`config.mk`:
```
export PLATFORM = sky130hd
export DESIGN_NAME = ssrt_cell
export DESIGN_NICKNAME = d
export VERILOG_FILES = /design/src/sv/sorted_sample_rank_table_defines.svh /design/src/sv/ssrt_pkg.sv /design/src/sv/ssrt_cell.sv
export SDC_FILE = /design/constraint.sdc
export NUM_CORES = 1
export LEC_CHECK = 0
export ABC_AREA = 1
export BUFFER_PORTS_ARGS = -buffer_cell sky130_fd_sc_hd__buf_2
export CORE_ASPECT_RATIO = 1.2
export CORE_MARGIN = 2
export CORE_UTILIZATION = 53
export CTS_BUF_LIST = sky130_fd_sc_hd__clkbuf_4 sky130_fd_sc_hd__clkbuf_8 sky130_fd_sc_hd__clkbuf_16
export DETAILED_ROUTE_END_ITERATION = 16
export PLACE_DENSITY = 0.79
export SLEW_MARGIN = 20
export SYNTH_ARGS = -nofsm -noshare
export SYNTH_HDL_FRONTEND = slang
export SYNTH_SLANG_ARGS = --single-unit
```
`constraint.sdc`:
```
create_clock -name aclk -period 3.4 [get_ports aclk]
set_input_delay 0 -clock aclk [delete_from_list [all_inputs] [get_ports aclk]]
set_output_delay 0 -clock aclk [all_outputs]
set_load 0.005 [all_outputs]
```
`src/sv/sorted_sample_rank_table_defines.svh`:
```
// assertion macros used by the sorted sample rank table output stage
`ifndef SORTED_SAMPLE_RANK_TABLE_DEFINES_SVH
`define SORTED_SAMPLE_RANK_TABLE_DEFINES_SVH

// consequent must hold in the same cycle as the antecedent
`define SSRT_ASSERT_NOW(label, clk, rstn, ante, cons, msg) \
    label: assert property (@(posedge clk) disable iff (!(rstn)) (ante) |-> (cons)) \
        else $error(msg);

// consequent must hold in the cycle after the antecedent
`define SSRT_ASSERT_NEXT(label, clk, rstn, ante, cons, msg) \
    label: assert property (@(posedge clk) disable iff (!(rstn)) (ante) |=> (cons)) \
        else $error(msg);

`endif

```
`src/sv/ssrt_pkg.sv`:
```
package ssrt_pkg;

    // default sizes
    localparam int DEPTH_DEFAULT      = 64;
    localparam int VALUE_BITS_DEFAULT = 32;

    // width of each count field on the result channel
    localparam int RANK_BITS     = 7;
    localparam int OUT_DATA_BITS = ((2 * RANK_BITS + 7) / 8) * 8;

    // item kinds carried in s_tuser
    localparam logic MODE_INSERT = 1'b0;
    localparam logic MODE_QUERY  = 1'b1;

    // status codes carried in m_tuser
    localparam logic STATUS_OK      = 1'b0;
    localparam logic STATUS_DROPPED = 1'b1;

    // control flags that travel with each item along the row
    typedef struct packed {
        logic valid;
        logic query;
        logic drop;
    } ctl_t;

endpackage

```
`src/sv/ssrt_cell.sv`:
```
module ssrt_cell #(
    parameter int VALUE_BITS = ssrt_pkg::VALUE_BITS_DEFAULT,
    parameter int COUNT_BITS = 7,
    parameter int CELL_INDEX = 0
) (
    input  logic                         aclk,
    input  logic                         aresetn,
    input  logic                         en,
    input  ssrt_pkg::ctl_t               in_ctl,
    input  logic signed [VALUE_BITS-1:0] in_key,
    input  logic [COUNT_BITS-1:0]        in_rank,
    input  logic [COUNT_BITS-1:0]        in_prior,
    output ssrt_pkg::ctl_t               out_ctl,
    output logic signed [VALUE_BITS-1:0] out_key,
    output logic [COUNT_BITS-1:0]        out_rank,
    output logic [COUNT_BITS-1:0]        out_prior
);
    import ssrt_pkg::*;

    localparam logic [COUNT_BITS-1:0] IDX = COUNT_BITS'(CELL_INDEX);

    logic signed [VALUE_BITS-1:0] sample_reg, sample_next;
    ctl_t                         ctl_reg;
    logic signed [VALUE_BITS-1:0] key_reg, key_next;
    logic [COUNT_BITS-1:0]        rank_reg, rank_next;
    logic [COUNT_BITS-1:0]        prior_reg;
    logic                         occupied;

    // cell holds a sample when its index is below the count the item saw at entry
    assign occupied = (IDX < in_prior);

    // compare the passing word with the held sample
    always_comb begin
        sample_next = sample_reg;
        key_next    = in_key;
        rank_next   = in_rank;
        if (in_ctl.valid && in_ctl.query) begin
            if (occupied && (sample_reg <= in_key)) begin
                rank_next = in_rank + 1'b1;
            end
        end else if (in_ctl.valid && !in_ctl.drop) begin
            if (occupied) begin
                // strictly smaller displaces, so an equal value lands after its twins
                if (in_key < sample_reg) begin
                    sample_next = in_key;
                    key_next    = sample_reg;
                end
            end else if (IDX == in_prior) begin
                sample_next = in_key;
            end
        end
    end

    // held sample
    always_ff @(posedge aclk) begin
        if (en) begin
            sample_reg <= sample_next;
        end
    end

    // item control to the neighbor
    always_ff @(posedge aclk) begin
        if (!aresetn) begin
            ctl_reg <= '0;
        end else if (en) begin
            ctl_reg <= in_ctl;
        end
    end

    // item payload to the neighbor
    always_ff @(posedge aclk) begin
        if (en) begin
            key_reg   <= key_next;
            rank_reg  <= rank_next;
            prior_reg <= in_prior;
        end
    end

    assign out_ctl   = ctl_reg;
    assign out_key   = key_reg;
    assign out_rank  = rank_reg;
    assign out_prior = prior_reg;

endmodule

```
# Word level (Yosys, flattened, before mapping)

Index checks and enable logic that the tools add are counted.

Mux-type cells: 9
Magnitude comparators: 3
Reduce and logical (&&, ||, !) cells: 7
Add/subtract/negate cells: 1
Eq/ne operators: 1
Bitwise logic cells: 1

Operator list:

| kind                | number |
|---|---|
| $mux 32             | 7 |
| $le 32x32->1        | 1 |
| $lt 32x32->1        | 1 |
| $mux 7              | 2 |
| $add 7x1->7 const B | 1 |
| $logic_not 7->1     | 1 |
| $lt 1x7->1 const A  | 1 |
| $reduce_and 5->1    | 1 |
| $logic_and 1x1->1   | 3 |
| $ne 2x1->1 const B  | 1 |
| $reduce_bool 2->1   | 1 |
| $logic_not 1->1     | 1 |
| $not 1->1           | 1 |

Register bits: 81
Input port bits: 52
Word-level logic and storage cells: 29
Output and inout port bits: 49

# Logic depth before layout (Yosys ltp)

Gate-level depths: netlist of run 1.

Depth after elaboration: 5
Depth in mapped cells: 17
Gate-level depth less buffers: 17

# Worst setup path before layout of run 1

Ideal clock, no wire load.

Path kind: reg-to-reg
From: register sample_reg[31]
To: register sample_reg[0] (enable)
Library setup time: 387 ps
Arrival time: 2,212 ps
Required time: 3,013 ps
Stages on the path, launching flop included: 13
Clock period less this slack: 2,599 ps
Setup slack: 801 ps
Buffers on the path: 0
Cells stage by stage: edfxtp_1 -> inv_1 -> ha_1 -> nand2_1 -> nor2_2 -> nand2_2 -> nor4_4 -> nand2_2 -> nand2_2 -> nand2_1 -> nand3_1 -> nand2_1 -> inv_1

Cells in the longest elaborated chain, start to end: 3

Ends and longest elaborated chain:

| what                              | line            | RTL |
|---|---|---|
| start: declaration                | ssrt_cell.sv:22 | `logic signed [VALUE_BITS-1:0] sample_reg, sample_next;` |
| start signal: assignment          | ssrt_cell.sv:57 | `sample_reg <= sample_next;` |
| $lt 32x32->1                      | ssrt_cell.sv:44 | `if (in_key < sample_reg) begin` |
| $ne 2x1->1 (no source line)       | n/a             |  |
| $reduce_and 5->1 (no source line) | n/a             |  |

Every way passes these cells.
A chain may end at the register's enable or synchronous reset.

# Worst setup path in the final report of run 1

From: register sample_reg[21]
To: register key_reg[0] (netlist: out_key[0]) (data pin)

Cells in the longest elaborated chain, start to end: 5

Ends and longest elaborated chain:

| what                   | line            | RTL |
|---|---|---|
| $lt 32x32->1           | ssrt_cell.sv:44 |  |
| $mux 32                | ssrt_cell.sv:44 |  |
| $mux 32                | ssrt_cell.sv:42 | `if (occupied) begin` |
| $mux 32                | ssrt_cell.sv:41 | `end else if (in_ctl.valid && !in_ctl.drop) begin` |
| $mux 32                | ssrt_cell.sv:37 | `if (in_ctl.valid && in_ctl.query) begin` |
| named net key_next[0]  | ssrt_cell.sv:24 | `logic signed [VALUE_BITS-1:0] key_reg, key_next;` |
| end signal: assignment | ssrt_cell.sv:73 | `key_reg <= key_next;` |
| end: declaration       | ssrt_cell.sv:24 |  |

The timed path passes the listed nets, and every way through them passes these cells.

==> flow_summary.json, run 1 <==
{
  "worst_hold_path_type": "primary input to flip-flop",
  "synthFlopType": "edfxtp_1",
  "h-tree-depth": 3,
  "fmax_mhz": 351.1,
  "die_y_um": 99.94,
  "hold_violations": 0,
  "intPower_mw": 1.703,
  "cap_violations": 0,
  "clock_sinks": 81,
  "grt_usage_pct": 21.55,
  "rr_worst_depth": 12,
  "synth_seq_area_share_pct": 59.10,
  "power_density_nw_per_um2": 407.8,
  "drive_gt1_share_pct": 27.39,
  "slowest_stage": "nand3_4",
  "ant_nets": 0,
  "ctsLongestPathBuffers": 2,
  "p_comb_share_pct": 12.8,
  "antenna_cells": 0,
  "gp_congestion": 0.8068,
  "hpwlAfterDp_um": 5777,
  "critPathKind": "flip-flop to flip-flop",
  "dr.pass1.iters": 4,
  "finalCriticalPeriod_ns": 2.848,
  "dr.first_iter.drc_count": 130,
  "drc": 0,
  "p_leak_nw": 2.508,
  "p_sw_mw": 0.4768,
  "dieArea_um2": 8390,
  "yosys_register_bits": 81,
  "synthesis.area_um2": 4065,
  "cp.buffers_inverters": 1,
  "root_buffer": "clkbuf_8",
  "via_per_inst": 5.050,
  "worstPathMaxFanout": 62,
  "rrSetupSlack_ns": 0.55,
  "crit_top_cell": "nand2_1",
  "io_pins": 101,
  "syn2layout_area_growth_pct": 31.52,
  "syn_nets": 458,
  "tightest_slew_ns": 0.8051,
  "synth_edf_count": 78,
  "seqPwrFrac_pct": 53.2,
  "path_delay_family": "simple AND/OR/NAND/NOR gates",
  "hold_depth": 5,
  "status": "finished clean",
  "post_drt_wl_per_cell_um": 13.72,
  "reg2reg_from": "sample_reg[21]",
  "numPortBuffers": 100,
  "hold_start": "in_rank[3]",
  "min_to": "out_rank[3]",
  "dieWidth_um": 83.95,
  "power_mw": 2.180,
  "ys_warn_count": 0,
  "finalCritPeriodShare_pct": 83.78,
  "pre_cts_slack_ns": 0.5882,
  "skew_ns": 0.01071,
  "syn_avg_cell_area_um2": 10.90,
  "clk-insertion-delay-late_ns": 0.35,
  "maxSlewHeadroom_pct": 46.33,
  "synth_cell_types": 26,
  "cts_buffers": 9,
  "cts_tree": "yes",
  "tns_ns": 0,
  "cp-end-kind": "flip-flop",
  "final_nets": 614,
  "cts_resized": 0,
  "async_reset_ff_share_pct": 0,
  "core-area_um2": 7576,
  "drv_slew": 0,
  "synthTopCellsByCount": "nand2_1, edfxtp_1, inv_1",
  "swShare_pct": 21.87,
  "yosysTopAreaCell": "edfxtp_1",
  "r2r-end": "out_key[0]",
  "start_util_pct": 53.66,
  "grt_pass1_vias": 3207,
  "overflow": 0,
  "utilization_pct": 70.57,
  "setup_viol": 0,
  "grt_max_degree": 63,
  "cp.required_ns": 3.47,
  "yosysMostFrequentCell": "nand2_1",
  "fin_hold_ws_ns": 0.02600,
  "path_cells": "inv_1 > ha_1 > nand2_1 > nor2_1 > nand2_1 > nand2_1 > a21oi_1 > nand2_2 > nand2_2 > nand3_4 > nor2_1 > a21oi_2",
  "vias": 3156,
  "ir_worst_vdd_mv": 0.3825,
  "slowest_delay_ns": 0.57,
  "path_clk_slew_ns": 0.08,
  "num_rows": 35,
  "clock_power_share_pct": 34.1,
  "grt_pass1_wl_um": 14350,
  "yosysTopAreaCellShare_pct": 57.62,
  "synth_area_leaders": "edfxtp_1, ha_1, nand2_1",
  "setup.worst_path.start_class": "flip-flop",
  "drt_wl_total_um": 8573,
  "rsz0062_at_grt": "no",
  "arrival_ns": 2.92,
  "syn_inst": 373,
  "worst_slack_ns": 0.5516,
  "antenna_found_initial": 0
}
[layout make-up]
cell class / instances / area, µm²
multi-input cells: 228 / 1385
repair buffers: 151 / 1018
clock buffers: 11 / 138.9
clock inverters: 4 / 68.82
fillers: 566 / 2230
well taps: 92 / 115.1
inverters: 58 / 217.7
flip-flops and latches: 81 / 2402
[timing repair]
action,CTS,global route
hold buffers,49,0
setup buffers,0,0
hold endpoints to repair,78,0
[routing by layer]
| layer | up-vias | global-route usage (%) | share of wire, % |
|---|---|---|---|
| met4 | 0 | 10.42 | 2.4 |
| met2 | 79 | 37.72 | 53 |
| li1 | 1583 | - | - |
| met5 | - | 0 | 0 |
| met3 | 21 | 5.181 | 4.5 |
| met1 | 1473 | 24.92 | 40 |
[power by group through the flow]
stage          logic [mW]  registers (mW)  clock network [mW]
2_1_floorplan       0.110            1.19                   0
3_3_place_gp        0.222            1.18                   0
3_5_place_dp        0.233            1.18                   0
4_1_cts             0.279            1.16               0.757
5_1_grt             0.314            1.16               0.799
6_report            0.279            1.16               0.742
[tightest hold or removal path, stage by stage]
cell     delay (ns)
buf_2          0.10
inv_1          0.04
nand2_1        0.05
nand2_1        0.04
inv_1          0.04
[worst max-delay path by stage]
stage,startpoint,to,slack [ns],cells after the start
2_1_floorplan,sample_reg[31],sample_reg[0],0.80,12
3_3_place_gp,sample_reg[31],out_key[0],0.70,11
3_5_place_dp,sample_reg[23],out_key[0],0.59,11
4_1_cts,sample_reg[31],out_key[0],0.54,11
5_1_grt,sample_reg[31],out_key[0],0.20,11
6_report,sample_reg[21],out_key[0],0.55,12
[cell families (layout without fill, tap and decap cells)]
kind of cell | after synthesis | count (layout) | synth area share (%)
and+or+nand+nor | 142 | 142 | 16.07
DFF | 81 | 81 | 59.10
buffers and inverters | 64 | 224 | 6.833
AOI/OAI and AO/OA | 52 | 52 | 7.602
adders and majority gates | 33 | 33 | 10.16
muxes | 1 | 1 | 0.2462
[cells in the final DEF, fill, tap and decap left out, drive strengths merged]
| cell | n |
|---|---|
| a21o | 1 |
| a21oi | 15 |
| buf | 102 |
| bufinv | 2 |
| clkbuf | 11 |
| clkinv | 2 |
| dfxtp | 3 |
| dlygate4sd3 | 49 |
| edfxtp | 78 |
| ha | 33 |
| inv | 58 |
| mux2i | 1 |
| nand2 | 96 |
| nand3 | 12 |
| nand4 | 8 |
| nor2 | 17 |
| nor3 | 6 |
| nor4 | 2 |
| o21a | 2 |
| o21ai | 34 |
| or2 | 1 |
[stage by stage]
stage,area [µm²],instances
floorplan,4065,373
global placement,4648,561
detailed placement,4648,561
CTS,5346,625
global route,5346,625
finish,5346,625
(Power assumes the default switching activity.)
==> inputs of run 2 (changes only) <==
==> constraint.sdc (replaced) <==
create_clock -name aclk -period 2.9 [get_ports aclk]
set_input_delay 0 -clock aclk [delete_from_list [all_inputs] [get_ports aclk]]
set_output_delay 0 -clock aclk [all_outputs]
set_load 0.005 [all_outputs]
==> flow_summary.json, run 2 (synthesis results as in run 1) <==
{
  "status": "finished clean",
  "overflow": 0,
  "final_cells": 629,
  "ant_nets": 0,
  "dp_cells": 563,
  "vias": 3123,
  "drv_slew": 0,
  "worstPathMaxFanout": 16,
  "ctsLongestPathBuffers": 2,
  "path_clk_slew_ns": 0.08,
  "dr.pass1.iters": 4,
  "swShare_pct": 22.74,
  "hold_violations": 0,
  "clk-insertion-delay-late_ns": 0.35,
  "hpwlAfterDp_um": 5724,
  "dr.first_iter.drc_count": 114,
  "h-tree-depth": 3,
  "pre_cts_slack_ns": 0.4818,
  "antenna_cells": 0,
  "num_rows": 35,
  "hold_start": "in_rank[3]",
  "ir_worst_vdd_mv": 0.4499,
  "via_per_inst": 4.965,
  "setup.worst_path.start_class": "flip-flop",
  "clock_sinks": 81,
  "dieArea_um2": 8390,
  "cts_tree": "yes",
  "grt_max_degree": 63,
  "final_common_cell": "buf_2",
  "finalCritPeriodShare_pct": 82.87,
  "cp-end-kind": "flip-flop",
  "hold_depth": 5,
  "skew_ns": 0.005309,
  "grt_usage_pct": 20.55,
  "layout_common_cells": "buf_2, nand2_1, edfxtp_1",
  "core-area_um2": 7576,
  "io_pins": 101,
  "tns_ns": 0,
  "drc": 0,
  "antenna_found_initial": 0,
  "rsz0062_at_grt": "no",
  "p_comb_share_pct": 13.3,
  "hold_buffers": 51,
  "worst_hold_path_type": "primary input to flip-flop",
  "root_buffer": "clkbuf_8",
  "setup_viol": 0,
  "post_drt_wl_per_cell_um": 13.26,
  "clock_power_share_pct": 31.8,
  "fmax_mhz": 416.1,
  "power_density_nw_per_um2": 461.9,
  "start_util_pct": 53.66,
  "rr_worst_depth": 13,
  "gp_congestion": 0.8126,
  "rrSetupSlack_ns": 0.50,
  "min_to": "out_rank[3]",
  "seqPwrFrac_pct": 54.9,
  "r2r-end": "sample_reg[25]",
  "grt_pass1_wl_um": 13690,
  "cts_resized": 0,
  "numPortBuffers": 100,
  "finalCriticalPeriod_ns": 2.403,
  "cts_buffers": 9,
  "die_y_um": 99.94,
  "dieWidth_um": 83.95,
  "grt_pass1_vias": 3000,
  "final_nets": 618,
  "cp.required_ns": 2.94,
  "intPower_mw": 1.912,
  "critPathKind": "flip-flop to flip-flop",
  "maxSlewHeadroom_pct": 56.45,
  "worst_slack_ns": 0.4966,
  "postCtsSetupRepairBufs": 0,
  "reg2reg_from": "sample_reg[31]",
  "drive_gt1_share_pct": 27.75,
  "drt_wl_total_um": 8343,
  "arrival_ns": 2.44,
  "tightest_slew_ns": 0.6533,
  "cap_violations": 0,
  "p_leak_nw": 2.523,
  "syn2layout_area_growth_pct": 31.79,
  "p_sw_mw": 0.5628
}
==> run 2: cell types whose count changed in the layout (fill, tap and decap cells not counted) <==
cell,previous run,this run
clkinv_2,1,3
clkinv_1,1,0
bufinv_16,2,1
dlygate4sd3_1,49,51
buf_4,1,3
==> run 2: layer usage <==
metal	GRT usage [%]	vias up	share of wire (%)
met3	2.467	20	2.9
met1	25.16	1445	42
met4	9.429	0	2.4
met5	0	-	0
li1	-	1587	-
met2	36.49	71	53
==> run 2: worst max-delay path by stage <==
stage | startpoint | slack, ns | to | depth (start not counted)
3_5_place_dp | sample_reg[14] | 0.48 | sample_reg[17] | 15
3_3_place_gp | sample_reg[15] | 0.57 | sample_reg[17] | 15
2_1_floorplan | sample_reg[31] | 0.30 | sample_reg[0] | 12
5_1_grt | sample_reg[15] | 0.25 | sample_reg[15] | 15
4_1_cts | sample_reg[31] | 0.47 | sample_reg[21] | 13
6_report | sample_reg[31] | 0.50 | sample_reg[25] | 13
==> run 2: area by class of cell <==
type / count / area [µm²]
clock buffer: 11 / 138.9
inverter: 58 / 217.7
sequential: 81 / 2402
tap: 92 / 115.1
clock inverter: 4 / 45.04
multi-input combinational: 228 / 1385
fill: 551 / 2218
timing repair buffer: 155 / 1054
==> run 2: critical path, cell delays in order (launching register included) <==
cell and delay, ns:
edfxtp_1 0.36, inv_1 0.06, ha_1 0.37, nand2_1 0.10, nor2_2 0.14, nand2_2 0.08, nor4_4 0.20, nand2_2 0.13
nand2_2 0.10, nand2_1 0.06, nand3_1 0.12, nand2_1 0.07, inv_1 0.07, buf_4 0.24
==> run 2: power by group through the flow <==
stage               logic [mW]  clock network (mW)  registers, mW
finish                   0.329               0.787           1.36
global route             0.372               0.835           1.36
CTS                      0.329               0.803           1.36
detailed placement       0.274                   0           1.38
global placement         0.264                   0           1.38
floorplan                0.128                   0           1.39
==> run 2: stage by stage <==
| stage | total power [mW] | utilization [%] | instance area [µm²] | hold WS, ns |
|---|---|---|---|---|
| 6_report | 2.475 | 70.72 | 5358 | 0.03601 |
| 5_1_grt | 2.569 | 70.72 | 5358 | 0.06688 |
| 4_1_cts | 2.489 | 70.72 | 5358 | 0.02433 |
| 3_5_place_dp | 1.657 | 61.55 | 4663 | 0.1924 |
| 3_3_place_gp | 1.645 | 61.55 | 4663 | 0.1914 |
| 2_1_floorplan | 1.520 | - | 4065 | 0.08936 |
