--- src/sv/sorted_sample_rank_table_defines.svh ---
// assertion macros used by the sorted sample rank table output stage
`ifndef SORTED_SAMPLE_RANK_TABLE_DEFINES_SVH
`define SORTED_SAMPLE_RANK_TABLE_DEFINES_SVH

// consequent must hold in the same cycle as the antecedent
`define SSRT_ASSERT_NOW(label, clk, rstn, ante, cons, msg) \
    label: assert property (@(posedge clk) disable iff (!(rstn)) (ante) |-> (cons)) \
        else $error(msg);

// consequent must hold in the cycle after the antecedent
`define SSRT_ASSERT_NEXT(label, clk, rstn, ante, cons, msg) \
    label: assert property (@(posedge clk) disable iff (!(rstn)) (ante) |=> (cons)) \
        else $error(msg);

`endif

--- src/sv/ssrt_pkg.sv ---
package ssrt_pkg;

    // default sizes
    localparam int DEPTH_DEFAULT      = 64;
    localparam int VALUE_BITS_DEFAULT = 32;

    // width of each count field on the result channel
    localparam int RANK_BITS     = 7;
    localparam int OUT_DATA_BITS = ((2 * RANK_BITS + 7) / 8) * 8;

    // item kinds carried in s_tuser
    localparam logic MODE_INSERT = 1'b0;
    localparam logic MODE_QUERY  = 1'b1;

    // status codes carried in m_tuser
    localparam logic STATUS_OK      = 1'b0;
    localparam logic STATUS_DROPPED = 1'b1;

    // control flags that travel with each item along the row
    typedef struct packed {
        logic valid;
        logic query;
        logic drop;
    } ctl_t;

endpackage

--- src/sv/ssrt_out_stage.sv ---
`include "sorted_sample_rank_table_defines.svh"

module ssrt_out_stage #(
    parameter int TABLE_DEPTH = ssrt_pkg::DEPTH_DEFAULT,
    parameter int COUNT_BITS  = 7
) (
    input  logic                               aclk,
    input  logic                               aresetn,
    input  ssrt_pkg::ctl_t                     in_ctl,
    input  logic [COUNT_BITS-1:0]              in_rank,
    input  logic [COUNT_BITS-1:0]              in_prior,
    input  logic                               complementary,
    output logic                               chain_en,
    output logic                               m_tvalid,
    input  logic                               m_tready,
    // rank_count [6:0], total_count [13:7], zero fill above
    output logic [ssrt_pkg::OUT_DATA_BITS-1:0] m_tdata,
    // status [0]
    output logic                               m_tuser
);
    import ssrt_pkg::*;

    localparam logic [COUNT_BITS-1:0] DEPTH_CNT = COUNT_BITS'(TABLE_DEPTH);

    logic                           m_tvalid_reg, m_tvalid_next;
    logic [COUNT_BITS-1:0]          rank_reg, rank_next;
    logic [COUNT_BITS-1:0]          total_reg, total_next;
    logic                           status_reg, status_next;
    logic                           load;
    logic [COUNT_BITS+RANK_BITS-1:0] rank_wide;
    logic [COUNT_BITS+RANK_BITS-1:0] total_wide;

    // the row stalls only when its last word cannot move into the output register
    assign load     = in_ctl.valid && (!m_tvalid_reg || m_tready);
    assign chain_en = !(in_ctl.valid && m_tvalid_reg && !m_tready);

    // final counts for the word leaving the row
    always_comb begin
        total_next  = in_prior + COUNT_BITS'(!in_ctl.query && !in_ctl.drop);
        rank_next   = '0;
        status_next = STATUS_OK;
        if (in_ctl.query) begin
            rank_next = complementary ? (total_next - in_rank) : in_rank;
        end else if (in_ctl.drop) begin
            status_next = STATUS_DROPPED;
        end
    end

    // output valid
    always_comb begin
        m_tvalid_next = m_tvalid_reg;
        if (load) begin
            m_tvalid_next = 1'b1;
        end else if (m_tready) begin
            m_tvalid_next = 1'b0;
        end
    end

    always_ff @(posedge aclk) begin
        if (!aresetn) begin
            m_tvalid_reg <= 1'b0;
        end else begin
            m_tvalid_reg <= m_tvalid_next;
        end
    end

    // output payload
    always_ff @(posedge aclk) begin
        if (load) begin
            rank_reg   <= rank_next;
            total_reg  <= total_next;
            status_reg <= status_next;
        end
    end

    // counts are cut to the field width
    assign rank_wide  = {RANK_BITS'(0), rank_reg};
    assign total_wide = {RANK_BITS'(0), total_reg};

    assign m_tvalid = m_tvalid_reg;
    assign m_tdata  = OUT_DATA_BITS'({total_wide[RANK_BITS-1:0], rank_wide[RANK_BITS-1:0]});
    assign m_tuser  = status_reg;

    // checks
    `SSRT_ASSERT_NOW(a_drop_only_when_full, aclk, aresetn,
        m_tvalid_reg && (status_reg == STATUS_DROPPED), total_reg == DEPTH_CNT,
        "dropped insert reported while table not full")
    `SSRT_ASSERT_NOW(a_drop_has_zero_rank, aclk, aresetn,
        m_tvalid_reg && (status_reg == STATUS_DROPPED), rank_reg == '0,
        "dropped insert reported a nonzero rank")
    `SSRT_ASSERT_NOW(a_rank_within_total, aclk, aresetn,
        m_tvalid_reg, rank_reg <= total_reg,
        "rank exceeds the stored sample count")
    `SSRT_ASSERT_NEXT(a_last_word_held, aclk, aresetn,
        in_ctl.valid && m_tvalid_reg && !m_tready, in_ctl.valid && $stable(in_prior),
        "last word of the row moved while output was stalled")

endmodule

--- config.mk ---
export PLATFORM = sky130hd
export DESIGN_NAME = ssrt_out_stage
export DESIGN_NICKNAME = d
export VERILOG_FILES = /design/src/sv/ssrt_pkg.sv /design/src/sv/ssrt_out_stage.sv
export VERILOG_INCLUDE_DIRS = /design/src /design/src/sv
export SDC_FILE = /design/constraint.sdc
export NUM_CORES = 1
export LEC_CHECK = 0
export BUFFER_PORTS_ARGS = -buffer_cell sky130_fd_sc_hd__buf_2
export CAP_MARGIN = 0
export CORE_MARGIN = 2
export CORE_UTILIZATION = 51
export CTS_CLUSTER_DIAMETER = 200
export DETAILED_ROUTE_END_ITERATION = 10
export GPL_ROUTABILITY_DRIVEN = 0
export PLACE_DENSITY = 0.83
export SLEW_MARGIN = 5
export SYNTH_ARGS = -nofsm -noshare
export SYNTH_HDL_FRONTEND = slang
export SYNTH_SLANG_ARGS = --single-unit
--- constraint.sdc ---
create_clock -name aclk -period 4.25 [get_ports aclk]
set_input_delay 0.425 -clock aclk [delete_from_list [all_inputs] [get_ports aclk]]
set_output_delay 0.425 -clock aclk [all_outputs]
set_load 0.05 [all_outputs]
### Yosys cells after proc, flatten, opt, wreduce, memory -nomap -nowiden

Index checks and enable logic that the tools add are counted.

| storage, ports and cells | value |
|---|---|
| register bits | 16 |
| input bits | 21 |
| output and inout port bits | 19 |
| logic and storage cells | 21 |

| operators by class | value |
|---|---|
| $add $sub $neg | 2 |
| multiplexer cells | 4 |
| reductions and logical operators | 11 |

Operators by type and width:

| kind | number |
|---|---|
| $add 7x1->7 | 1 |
| $mux 7 | 1 |
| $sub 7x7->7 | 1 |
| $logic_not 1->1 | 5 |
| $logic_and 1x1->1 | 4 |
| $mux 1 | 3 |
| $reduce_bool 2->1 | 1 |
| $logic_or 1x1->1 | 1 |

### Depth between registers and ports, before layout

Gate-level depths: netlist (run 1).

| logic depth | value |
|---|---|
| word-level depth | 5 |
| gate-level depth with buffers | 11 |
| depth with buffers taken out | 11 |

### Worst setup path before layout (run 1)

No wires, ideal clock.

| timing path | value |
|---|---|
| path kind | input port to flip-flop |
| from | input port in_ctl[0] in the netlist's numbering |
| to | register rank_reg[6], data pin |
| library setup time | 0.146 ns |
| data arrival time | 2.482 ns |
| data required time | 4.104 ns |
| setup slack | 1.622 ns |
| stages | 9 |
| path buffers | 0 |
| path through | nor2_1 ha_1 ha_1 fa_1 a211oi_1 o21ai_0 and4_4 or4_1 a21oi_1 |

| on the way | value |
|---|---|
| longest elaborated chain between the ends | 5 |

Ends and longest elaborated chain:

| element | line | text |
|---|---|---|
| from (decl) | ssrt_out_stage.sv:9 | `input ssrt_pkg::ctl_t in_ctl,` |
| $logic_not 1->1 | ssrt_out_stage.sv:39 | `total_next = in_prior + COUNT_BITS'(!in_ctl.query && !in_ctl.drop);` |
| $logic_and 1x1->1 | ssrt_out_stage.sv:39 |  |
| $add 7x1->7 | ssrt_out_stage.sv:39 |  |
| via total_next[1] | ssrt_out_stage.sv:27 | `logic [COUNT_BITS-1:0] total_reg, total_next;` |
| $sub 7x7->7 | ssrt_out_stage.sv:43 | `rank_next = complementary ? (total_next - in_rank) : in_rank;` |
| $mux 7 | ssrt_out_stage.sv:43 |  |
| to (signal assigned) | ssrt_out_stage.sv:70 | `rank_reg <= rank_next;` |
| to (decl) | ssrt_out_stage.sv:26 | `logic [COUNT_BITS-1:0] rank_reg, rank_next;` |

The timed path passes the listed nets, and every way through them passes these cells.
A chain may end at the register's enable or synchronous reset.

### Worst setup path in the final report (run 1)

| timing path | value |
|---|---|
| from | input port in_ctl[1] in the netlist's numbering |
| to | register rank_reg[6], data pin |

The elaborated chain is that of the path after synthesis.

==> reports/qor.txt, run 1 <==
=====================================================================================
Switching power summed over all nets                                       0.000143 W
Min-Delay Startpoint                                                          aresetn
Minimum clock period                                                          2.73 ns
Gr usage total                                                                  0.186
Synth top area share                                                            0.447
Sequential share of power                                                       0.446
Growth of design area from synthesis to finish                                  24.6%
Floorplan die area                                                           2350 um2
Switching power as a share of total power                                       0.336
Port Buffer Count                                                                  37
Initial antenna violation count                                                     0
Number of rows created at floorplan                                                16
Worst-case reg-to-reg path depth                                                    3
Cell Area, Placed                                                            1220 um2
Total length of routed wires                                                  2.01 mm
Sink count of the clock tree                                                       16
Max-slew violation total from the final report                                      0
Required time at the endpoint of the critical path                            4.39 ns
Via density per instance                                                         5.13
Via count of the first global-routing pass                                        805
Num CTS Buffers                                                                     3
Internal Dissipation                                                       0.000281 W
Clock latency reported for the late side of the worst-skew pair               0.28 ns
Outcome                                                                  complete, no violations
Starting Density                                                                0.525
# fillers                                                                         162
Number of DRC violations after detailed routing                                     0
Yosys warning total                                                                 0
Number of gates given a new drive strength after cts                                0
Post-route ant nets                                                                 0
Most frequent standard cell in the layout excluding fill and tap cells          buf_2
Drt initial violations                                                             35
Final setup viols                                                                   0
Die boundary width                                                            48.5 um
Power share of the clock group                                                  0.238
Die span in y                                                                 48.5 um
Largest vdd supply drop                                                    0.000163 V
Max Buffers Root-to-Sink                                                            2
Clock root buffer                                                            clkbuf_4
Unrepaired setup endpoints after global routing                                 false
End of the worst register-to-register path                                rank_reg[6]
Static leakage                                                               0.571 nW
Cell area after technology mapping                                           1010 um2
Final worst-path cycle share                                                    0.643
Length of the first detailed-routing pass in iterations                             4
Worst clock skew                                                           0.00140 ns
Hold Buf Count CTS                                                                  0
Core area                                                                    1920 um2
Synthesized instance count                                                         96
Number of synthesized register bits                                                16
Total number of vias                                                              837
Number of max-cap violations                                                        0
Clock-pin slew on the worst setup and hold paths                              0.09 ns
Path category of the worst min-delay check                               input pin to flop
Most frequently used flop master after synthesis                             edfxtp_1
Count of nets after finishing                                                     167
Total Negative Setup Slacks                                                      0 ns
Share of layout cells above drive strength 1                                    0.338
CP startpoint                                                               in_ctl[1]
Mean Syn Cell Area                                                           10.5 um2
Post-route cell area                                                         1260 um2
Biggest area consumer among synthesized cells                                edfxtp_1
Data arrival time at the worst-slack endpoint                                 2.88 ns
Sum of overflow across all layers after global routing                              0
Maximum clock frequency                                                       366 MHz
Hold violation count in the final report                                            0
Share of synthesized area occupied by flip-flops and latches                    0.467
Most frequent cells in the layout                                        37 x buf_2, 15 x edfxtp_1, 10 x nor2_1
Worst min-delay path endpoint                                                m_tvalid
P per Cell Area                                                            337 nW/um2
Hold depth                                                                          2
Share of synthesized registers carrying an async set or reset                       0
Combinational share of power                                                    0.316
Distinct cell type count after synthesis                                           37
Top-level I/O count                                                                40
HPWL after detailed placement                                                 1.59 mm
Largest net degree at the start of global routing                                  16
Diode insertion count for antenna repair                                            0
TritonCTS clock tree                                                              yes
Synth area leaders                                                       edfxtp_1 45%, ha_1 9.9%, nor2_1 3.7%
Number of flops mapped to enable cells by yosys                                    15
Reg-to-reg startpoint                                                        m_tvalid
Startpoint Class                                                            input pin
Endpoint class of the critical path                                              flop
Maximum fanout encountered on the critical timing path                              6
Kind of critical path                                                    input pin to flop
Average wire per standard cell                                                12.3 um
R2r setup slk                                                                 3.13 ns
Post-CTS setup buffer count                                                         0
H-Tree Level Count                                                                  1
Global-route wire length before repair                                        3.39 mm
=====================================================================================
## cell families (layout without fill, tap and decap cells)
group / count (synthesis) / in the layout / synth area share
flip-flops: 16 / 16 / 0.467
AND/OR/NAND/NOR: 30 / 30 / 0.164
multiplexers: 1 / 1 / 0.00993
other: 1 / 2 / 0.00372
buffers and inverters: 13 / 52 / 0.0558
AO/OA/AOI/OAI: 21 / 21 / 0.138
adder cells (fa/ha/maj): 9 / 9 / 0.119
XOR/XNOR: 5 / 5 / 0.0434
## Yosys cell counts (all sizes together), types with 2 or more instances
| cell type | instances |
|---|---|
| nor2b | 4 |
| nand3 | 3 |
| edfxtp | 15 |
| ha | 8 |
| inv | 9 |
| buf | 2 |
| o21a | 2 |
| xnor2 | 4 |
| a211oi | 3 |
| o21ai | 5 |
| nand2 | 5 |
| nor2 | 10 |
| a21oi | 3 |
## power groups by stage
stage          registers [W]   logic, W  clock network (W)
2_1_floorplan       0.000234  0.0000578                  0
3_3_place_gp        0.000192   0.000129                  0
3_5_place_dp        0.000193   0.000133                  0
4_1_cts             0.000189   0.000134           0.000101
5_1_grt             0.000190   0.000144           0.000109
6_report            0.000189   0.000134           0.000101
## per-layer routing
metal / track usage / part of all wire / vias up
met5: 0 / 0 / -
met4: 0.0857 / 0.025 / 0
met3: 0.0309 / 0.046 / 7
li1: - / - / 421
met2: 0.317 / 0.49 / 30
met1: 0.232 / 0.44 / 379
## stage by stage
step / cells / hold slack (ns) / setup WS (ns) / utilization / power, W
after floorplan: 97 / 0.543 / 1.62 / - / 0.000292
after global placement: 159 / 0.628 / 1.33 / 0.635 / 0.000321
after detailed placement: 159 / 0.636 / 1.24 / 0.635 / 0.000326
after CTS: 163 / 0.340 / 1.51 / 0.654 / 0.000424
after global routing: 163 / 0.355 / 1.33 / 0.654 / 0.000443
final: 163 / 0.337 / 1.52 / 0.654 / 0.000424
## layout make-up
cell class	count	area, um2	area share
multi-input cells	68	485	0.386
flip-flops and latches	16	470	0.375
repair buffers	38	193	0.153
inverters	10	37.5	0.0299
clock buffers	4	36.3	0.0289
well taps	27	33.8	0.0269
## worst max path at each step
stage	to	slack, ns	cells after the start
3_3_place_gp	rank_reg[6]	1.33	10
6_report	rank_reg[6]	1.52	12
3_5_place_dp	rank_reg[6]	1.24	12
5_1_grt	rank_reg[6]	1.33	12
2_1_floorplan	rank_reg[6]	1.62	9
4_1_cts	rank_reg[6]	1.51	12
## worst max-delay path, stage by stage
cell and delay [ns]:
buf_2 0.13, nor2_1 0.09, ha_1 0.24, inv_1 0.06, ha_1 0.18, inv_1 0.06, fa_1 0.42, a211oi_1 0.30
o21ai_0 0.18, and4_4 0.21, or4_1 0.40, a21oi_1 0.15
(Power assumes the default switching activity.)
==> inputs of run 2 (changes only) <==
--- a/config.mk
+++ b/config.mk
@@ -6,14 +6,15 @@
 export SDC_FILE = /design/constraint.sdc
 export NUM_CORES = 1
 export LEC_CHECK = 0
+export ABC_AREA = 1
 export BUFFER_PORTS_ARGS = -buffer_cell sky130_fd_sc_hd__buf_2
 export CAP_MARGIN = 0
 export CORE_MARGIN = 2
-export CORE_UTILIZATION = 51
+export CORE_UTILIZATION = 43
 export CTS_CLUSTER_DIAMETER = 200
 export DETAILED_ROUTE_END_ITERATION = 10
 export GPL_ROUTABILITY_DRIVEN = 0
-export PLACE_DENSITY = 0.83
+export PLACE_DENSITY = 0.74
 export SLEW_MARGIN = 5
 export SYNTH_ARGS = -nofsm -noshare
 export SYNTH_HDL_FRONTEND = slang
==> constraint.sdc (replaced) <==
create_clock -name aclk -period 2.5 [get_ports aclk]
set_input_delay 0.25 -clock aclk [delete_from_list [all_inputs] [get_ports aclk]]
set_output_delay 0.25 -clock aclk [all_outputs]
set_load 0.05 [all_outputs]
==> run 2 against run 1 <==
- global-route usage shrank 1.0 points
- critical endpoint unchanged
- clock power is 41% higher
- critical path depth rose by 4
- sequential power is 70% higher
- first-iteration DRC count fell by 54%
- cell count rose by 19%
- clock skew grew 0.0058 ns
- largest power group unchanged
- non-clock buffer count is the same
- flip-flop and latch count did not move
- register-to-register slack worse by 1.7 ns
- clock-buffer cell count unchanged
- synthesized cell count is 28% higher
==> reports/qor.txt, run 2 <==
=====================================================================================
Reg-to-reg startpoint                                                        m_tvalid
Number of synthesized register bits                                                16   unchanged
Die span in y                                                                 54.0 um   +11%
Num CTS Buffers                                                                     3   unchanged
Biggest cell delay along the critical path                                    0.32 ns   -0.10 ns
P per Cell Area                                                            534 nW/um2   +58%
Average wire per standard cell                                                11.5 um   -6.8%
Number of gates given a new drive strength after cts                                0   unchanged
Starting Density                                                                0.442   -0.0824
Synthesized instance count                                                        123   +28%
Max-slew violation total from the final report                                      0   unchanged
Most used standard cell by instance count after synthesis                       inv_1
Total Negative Setup Slacks                                                      0 ns   unchanged
Met3 Track Usage GR                                                           0.00833   -0.0225
Clock root buffer                                                            clkbuf_4
Synth area leaders                                                       edfxtp_1 42%, ha_1 9.3%, inv_1 9.1%
Power Total                                                                0.000705 W   +66%
Maximum clock frequency                                                       460 MHz
Combinational share of power                                                    0.342   +0.026
Max Buffers Root-to-Sink                                                            2   unchanged
Endpoint class of the critical path                                              flop
Clock latency reported for the late side of the worst-skew pair               0.29 ns   about the same
Post-CTS setup buffer count                                                         0   unchanged
Kind of critical path                                                    input pin to flop
WP buf/inv                                                                          2   -1
Hold Buf Count CTS                                                                  0   unchanged
Number of placed cells counting well taps                                         190   +19%
Non-filler cells in the finished layout                                           194   +19%
Maximum fanout encountered on the critical timing path                              6   unchanged
Power share of the clock group                                                  0.201   -0.037
Share of layout cells above drive strength 1                                    0.293   -0.0456
Worst path most repeated cell                                                  nor2_1
Die boundary width                                                            54.0 um   +11%
Post-place setup slack                                                      0.0734 ns   -1.16 ns
Gr usage total                                                                  0.176   -0.0101
Static leakage                                                               0.700 nW   +23%
Minimum clock period                                                          2.17 ns
HPWL after detailed placement                                                 1.81 mm   +14%
Distinct cell type count after synthesis                                           25   -32%
Core area                                                                    2430 um2   +27%
Sequential share of power                                                       0.457   +0.011
Depth of the critical timing path with buffers and inverters included              16   +4
End of the worst register-to-register path                               total_reg[4]
Required time at the endpoint of the critical path                            2.55 ns   -1.84 ns
Sum of overflow across all layers after global routing                              0   unchanged
Min-Delay Startpoint                                                          aresetn
R2r setup slk                                                                 1.46 ns   -1.67 ns
Total number of vias                                                              940   +12%
Growth of design area from synthesis to finish                                  22.8%
Worst-case reg-to-reg path depth                                                    2   -1
# fillers                                                                         248   +53%
Share of synthesized area occupied by flip-flops and latches                    0.437   -0.0293
Global-route wire length before repair                                        3.68 mm   +8.3%
TritonCTS clock tree                                                              yes
Number of max-cap violations                                                        0   unchanged
Slowest library cell on the worst path                                           ha_1
Busiest grt layer                                                                met2
Final worst setup slack                                                      0.328 ns   -1.19 ns
Switching power as a share of total power                                       0.361   +0.0247
CP startpoint                                                               in_ctl[1]
Via density per instance                                                         4.85   -5.6%
Post-synth top cells                                                     26 x inv_1, 20 x nand2_1, 15 x edfxtp_1
Outcome                                                                  complete, no violations
Diode insertion count for antenna repair                                            0   unchanged
Synth top area share                                                            0.419   -0.0280
Cell class contributing the biggest share of worst-path delay            simple AND/OR/NAND/NOR gates
GR met2 Demand/Resource                                                         0.301   -0.0163
Post-route ant nets                                                                 0   unchanged
Initial antenna violation count                                                     0   unchanged
Length of the first detailed-routing pass in iterations                             4   unchanged
Hold depth                                                                          2   unchanged
Hold violation count in the final report                                            0   unchanged
Top-level I/O count                                                                40   unchanged
Largest net degree at the start of global routing                                  16   unchanged
Floorplan die area                                                           2920 um2   +24%
Sink count of the clock tree                                                       16   unchanged
Ordered cell list for the critical path                                  buf_2, nor2_1, ha_1, nand3_1, nor2_1, nand2_1, xnor2_1, ha_1, a21oi_1, nand2_1, nor2_1, nand2_2, nand3_2, nand2_1, inv_1, nor2_1
Biggest area consumer among synthesized cells                                edfxtp_1
Clock-pin slew on the worst setup and hold paths                              0.09 ns   about the same
Most frequent standard cell in the layout excluding fill and tap cells          buf_2
Internal Dissipation                                                       0.000451 W   +60%
Mean Syn Cell Area                                                           8.75 um2   -17%
Number of rows created at floorplan                                                18   +2
Final setup viols                                                                   0   unchanged
Unrepaired setup endpoints after global routing                                 false
Startpoint Class                                                            input pin
Via count of the first global-routing pass                                        876   +8.8%
Final worst-path cycle share                                                    0.869
Switching power summed over all nets                                       0.000255 W   +79%
Path category of the worst min-delay check                               input pin to flop
Cell area after technology mapping                                           1080 um2   +6.7%
Number of DRC violations after detailed routing                                     0   unchanged
H-Tree Level Count                                                                  1   unchanged
Met1 usage                                                                      0.226   -0.00648
Yosys warning total                                                                 0   unchanged
Largest vdd supply drop                                                    0.000271 V   +66%
Most frequently used flop master after synthesis                             edfxtp_1
Count of nets after finishing                                                     195   +17%
Data arrival time at the worst-slack endpoint                                 2.22 ns   -0.66 ns
Port Buffer Count                                                                  37   unchanged
Number of flops mapped to enable cells by yosys                                    15   unchanged
Most frequent cells in the layout                                        37 x buf_2, 26 x inv_1, 20 x nand2_1
Worst clock skew                                                           0.00717 ns   +0.00577 ns
Capture point of the worst path                                           rank_reg[6]
Total length of routed wires                                                  2.23 mm   +11%
Drt initial violations                                                             16   -54%
Share of synthesized registers carrying an async set or reset                       0   unchanged
=====================================================================================
## run 2: cell types whose count changed after synthesis, sizes merged, moves of 2 or more
cell / change
nand2: +18
xor2: +3
o21a: -2
o21ai: +2
nand3: +6
nor2: -3
inv: +17
a21oi: +7
nor2b: -4
a211oi: -3
## run 2: how the worst min path moves through the flow
stage	endpoint	slack, ns
global placement	m_tvalid	0.48
floorplan	m_tvalid	0.40
CTS	m_tvalid	0.21
detailed placement	m_tvalid	0.51
finish	m_tvalid	0.21
global route	m_tvalid	0.21
## run 2: cell families after synthesis
kind of cell    share of synthesized area
simple gates                        0.183
compound gates                      0.103
buf+inv                             0.105
flops                               0.437
other cells                       0.00349
fa+ha+maj                           0.112
xor+xnor                           0.0570
## run 2: power by group through the flow
stage | logic (W) | registers [W] | clock network, W
2_1_floorplan | 0.000109 | 0.000399 | 0
3_3_place_gp | 0.000235 | 0.000328 | 0
3_5_place_dp | 0.000241 | 0.000329 | 0
4_1_cts | 0.000242 | 0.000323 | 0.000143
5_1_grt | 0.000265 | 0.000325 | 0.000154
6_report | 0.000241 | 0.000322 | 0.000142
## run 2: stage by stage
step | hold WS [ns] | cell area [um2] | util
final | 0.211 | 1320 | 0.543
after detailed placement | 0.513 | 1290 | 0.532
after global routing | 0.208 | 1320 | 0.543
after global placement | 0.483 | 1290 | 0.532
after floorplan | 0.404 | 1080 | -
after CTS | 0.210 | 1320 | 0.543
## run 2: routing by layer
metal  routed length [um]  up-vias
li1                     -      481
met1                  959      422
met2                 1110       33
met3                  134        4
met4                   33        0
met5                    0        -
## run 2: cell type report
cell class | count | area [um2] | share of cell area
inverter | 26 | 97.6 | 0.0739
sequential | 16 | 470 | 0.356
multi-input combinational | 80 | 497 | 0.376
timing repair buffer | 38 | 193 | 0.146
tap | 30 | 37.5 | 0.0284
clock buffer | 4 | 26.3 | 0.0199
==> inputs of run 3 (changes only) <==
--- a/config.mk
+++ b/config.mk
@@ -9,12 +9,14 @@
 export ABC_AREA = 1
 export BUFFER_PORTS_ARGS = -buffer_cell sky130_fd_sc_hd__buf_2
 export CAP_MARGIN = 0
+export CELL_PAD_IN_SITES_DETAIL_PLACEMENT = 1
+export CELL_PAD_IN_SITES_GLOBAL_PLACEMENT = 1
 export CORE_MARGIN = 2
-export CORE_UTILIZATION = 43
+export CORE_UTILIZATION = 31
 export CTS_CLUSTER_DIAMETER = 200
 export DETAILED_ROUTE_END_ITERATION = 10
 export GPL_ROUTABILITY_DRIVEN = 0
-export PLACE_DENSITY = 0.74
+export PLACE_DENSITY_LB_ADDON = 0.1
 export SLEW_MARGIN = 5
 export SYNTH_ARGS = -nofsm -noshare
 export SYNTH_HDL_FRONTEND = slang
==> run 3 against run 2 <==
- worst hold slack got worse by 0.0054 ns
- clock-buffer cell count down 1
- maximum frequency down 0.45%
- critical endpoint unchanged
- final area is 1.5% higher
- core utilization is 14 points lower
- largest cell class unchanged
- largest power group unchanged
- non-clock buffer count did not move
- first-iteration DRC count decreased by 50%
==> reports/qor.txt, run 3 (synthesis gave the netlist of run 2 again) <==
=====================================================================================
Core occupancy in the finished layout                                           0.402   -0.141
Floorplan die area                                                           3960 um2   +36%
Unrepaired setup endpoints after global routing                                 false
Drt initial violations                                                              8   -8
Worst path most repeated cell                                                 nand2_1
Global-route wire length before repair                                        4.17 mm   +14%
Sink count of the clock tree                                                       16   unchanged
Number of rows created at floorplan                                                21   +3
Gr usage total                                                                  0.133   -0.0428
Biggest cell delay along the critical path                                    0.33 ns   about the same
Post-CTS setup buffer count                                                         0   unchanged
Path category of the worst min-delay check                               input pin to flop
Internal Dissipation                                                       0.000447 W   -0.80%
Post-route ant nets                                                                 0   unchanged
Total number of vias                                                              920   -2.1%
Outcome                                                                  complete, no violations
Largest net degree at the start of global routing                                  16   unchanged
Static leakage                                                               0.701 nW   about the same
Endpoint class of the critical path                                              flop
Die span in y                                                                 62.9 um   +16%
Diode insertion count for antenna repair                                            0   unchanged
Growth of design area from synthesis to finish                                  24.7%
Hold Buf Count CTS                                                                  0   unchanged
Number of gates given a new drive strength after cts                                0   unchanged
Die boundary width                                                            62.9 um   +16%
HPWL after detailed placement                                                 2.12 mm   +17%
Startpoint Class                                                            input pin
Via density per instance                                                         4.38   -9.6%
Maximum clock frequency                                                       458 MHz   -0.45%
Maximum fanout encountered on the critical timing path                              6   unchanged
Ordered cell list for the critical path                                  buf_2, nor2_1, ha_1, ha_1, nand3_2, xnor2_1, ha_1, nand2_1, inv_1, nand2_1, nand2_1, nor2_1, nand2_2, nand3_2, nand2_1, inv_1, nor2_1
Initial antenna violation count                                                     0   unchanged
Combinational share of power                                                    0.341   about the same
Final worst-path cycle share                                                    0.873   +0.00391
H-Tree Level Count                                                                  1   unchanged
Power share of the clock group                                                  0.203   +0.002
Number of placed cells counting well taps                                         206   +8.4%
Starting Density                                                                0.322   -0.120
Hold violation count in the final report                                            0   unchanged
# fillers                                                                         424   +71%
Max-slew violation total from the final report                                      0   unchanged
Sequential share of power                                                       0.456   about the same
Minimum clock period                                                          2.18 ns   +0.00976 ns
Average wire per standard cell                                                11.9 um   +3.1%
Length of the first detailed-routing pass in iterations                             4   unchanged
Sum of overflow across all layers after global routing                              0   unchanged
Switching power summed over all nets                                       0.000261 W   +2.3%
Clock-pin slew on the worst setup and hold paths                              0.10 ns   about the same
Kind of critical path                                                    input pin to flop
Worst clock skew                                                           0.00685 ns   -0.000320 ns
Cell class contributing the biggest share of worst-path delay            simple AND/OR/NAND/NOR gates
Number of DRC violations after detailed routing                                     0   unchanged
Count of nets after finishing                                                     195   unchanged
Switching power as a share of total power                                       0.368   +0.00717
Most frequent cells in the layout                                        37 x buf_2, 26 x inv_1, 20 x nand2_1
Largest vdd supply drop                                                    0.000131 V   -52%
Final setup viols                                                                   0   unchanged
Post-route cell area                                                         1340 um2   +1.5%
Slowest library cell on the worst path                                           ha_1
Cell Area, Placed                                                            1320 um2   +1.5%
Combined area of the multi-input logic cells                                  497 um2   unchanged
Total length of routed wires                                                  2.49 mm   +12%
Port Buffer Count                                                                  37   unchanged
Flip-flop and latch area                                                      470 um2   unchanged
Data arrival time at the worst-slack endpoint                                 2.24 ns   +0.02 ns
Max Buffers Root-to-Sink                                                            2   unchanged
Non-filler cells in the finished layout                                           210   +8.2%
Share of layout cells above drive strength 1                                    0.293   unchanged
Num CTS Buffers                                                                     3   unchanged
Number of max-cap violations                                                        0   unchanged
Clock latency reported for the late side of the worst-skew pair               0.29 ns   about the same
Most frequent standard cell in the layout excluding fill and tap cells          buf_2
Top-level I/O count                                                                40   unchanged
TritonCTS clock tree                                                              yes
Required time at the endpoint of the critical path                            2.56 ns   about the same
Clock root buffer                                                            clkbuf_4
Core area                                                                    3340 um2   +37%
Via count of the first global-routing pass                                        966   +10%
WP buf/inv                                                                          3   +1
P per Cell Area                                                            528 nW/um2   -1.2%
=====================================================================================
run 3: layout make-up:
type / instances / area share
Clock buffer: 3 / 0.0168
Clock inverter: 1 / 0.00280
Inverter: 26 / 0.0728
Multi-Input combinational cell: 80 / 0.370
Sequential cell: 16 / 0.351
Tap cell: 46 / 0.0429
Timing Repair Buffer: 38 / 0.144
run 3: metal layers:
layer / routed length, um / vias to the layer above / track usage
met3: 107 / 2 / 0.0198
met4: 27 / 0 / 0.0583
li1: - / 479 / -
met1: 1120 / 418 / 0.157
met2: 1240 / 21 / 0.237
met5: 0 / - / 0
run 3: worst paths after layout:
| path | start | to | slack, ns | cells after the start |
|---|---|---|---|---|
| worst max-delay path | in_ctl[1] | rank_reg[6] | 0.32 | 17 |
| worst min-delay path | aresetn | m_tvalid | 0.21 | 2 |
| worst max register to register | m_tvalid | rank_reg[3] | 1.43 | 2 |
| worst min register to register | m_tvalid | m_tvalid | 0.52 | 2 |
run 3: worst reg2reg max path: cells and delay by family, from the launching register on:
family,cells,cell delay (ns)
flip-flops,1,0.34
buffers and inverters,1,0.26
AO/OA/AOI/OAI,1,0.16
run 3: through the flow:
stage | TNS, ns | hold WS (ns) | setup slack (ns) | power, W
6_report | 0 | 0.205 | 0.319 | 0.000708
3_3_place_gp | 0 | 0.482 | 0.0735 | 0.000569
4_1_cts | 0 | 0.201 | 0.293 | 0.000716
3_5_place_dp | -0.0219 | 0.506 | -0.0219 | 0.000573
2_1_floorplan | 0 | 0.404 | 0.425 | 0.000509
5_1_grt | 0 | 0.203 | 0.0928 | 0.000752
run 3: power by group through the flow:
stage               Clock, W  Combinational [W]  Sequential (W)
CTS                 0.000148           0.000245        0.000323
detailed placement         0           0.000244        0.000329
finish              0.000144           0.000241        0.000323
global placement           0           0.000241        0.000328
global route        0.000161           0.000266        0.000325
floorplan                  0           0.000109        0.000399
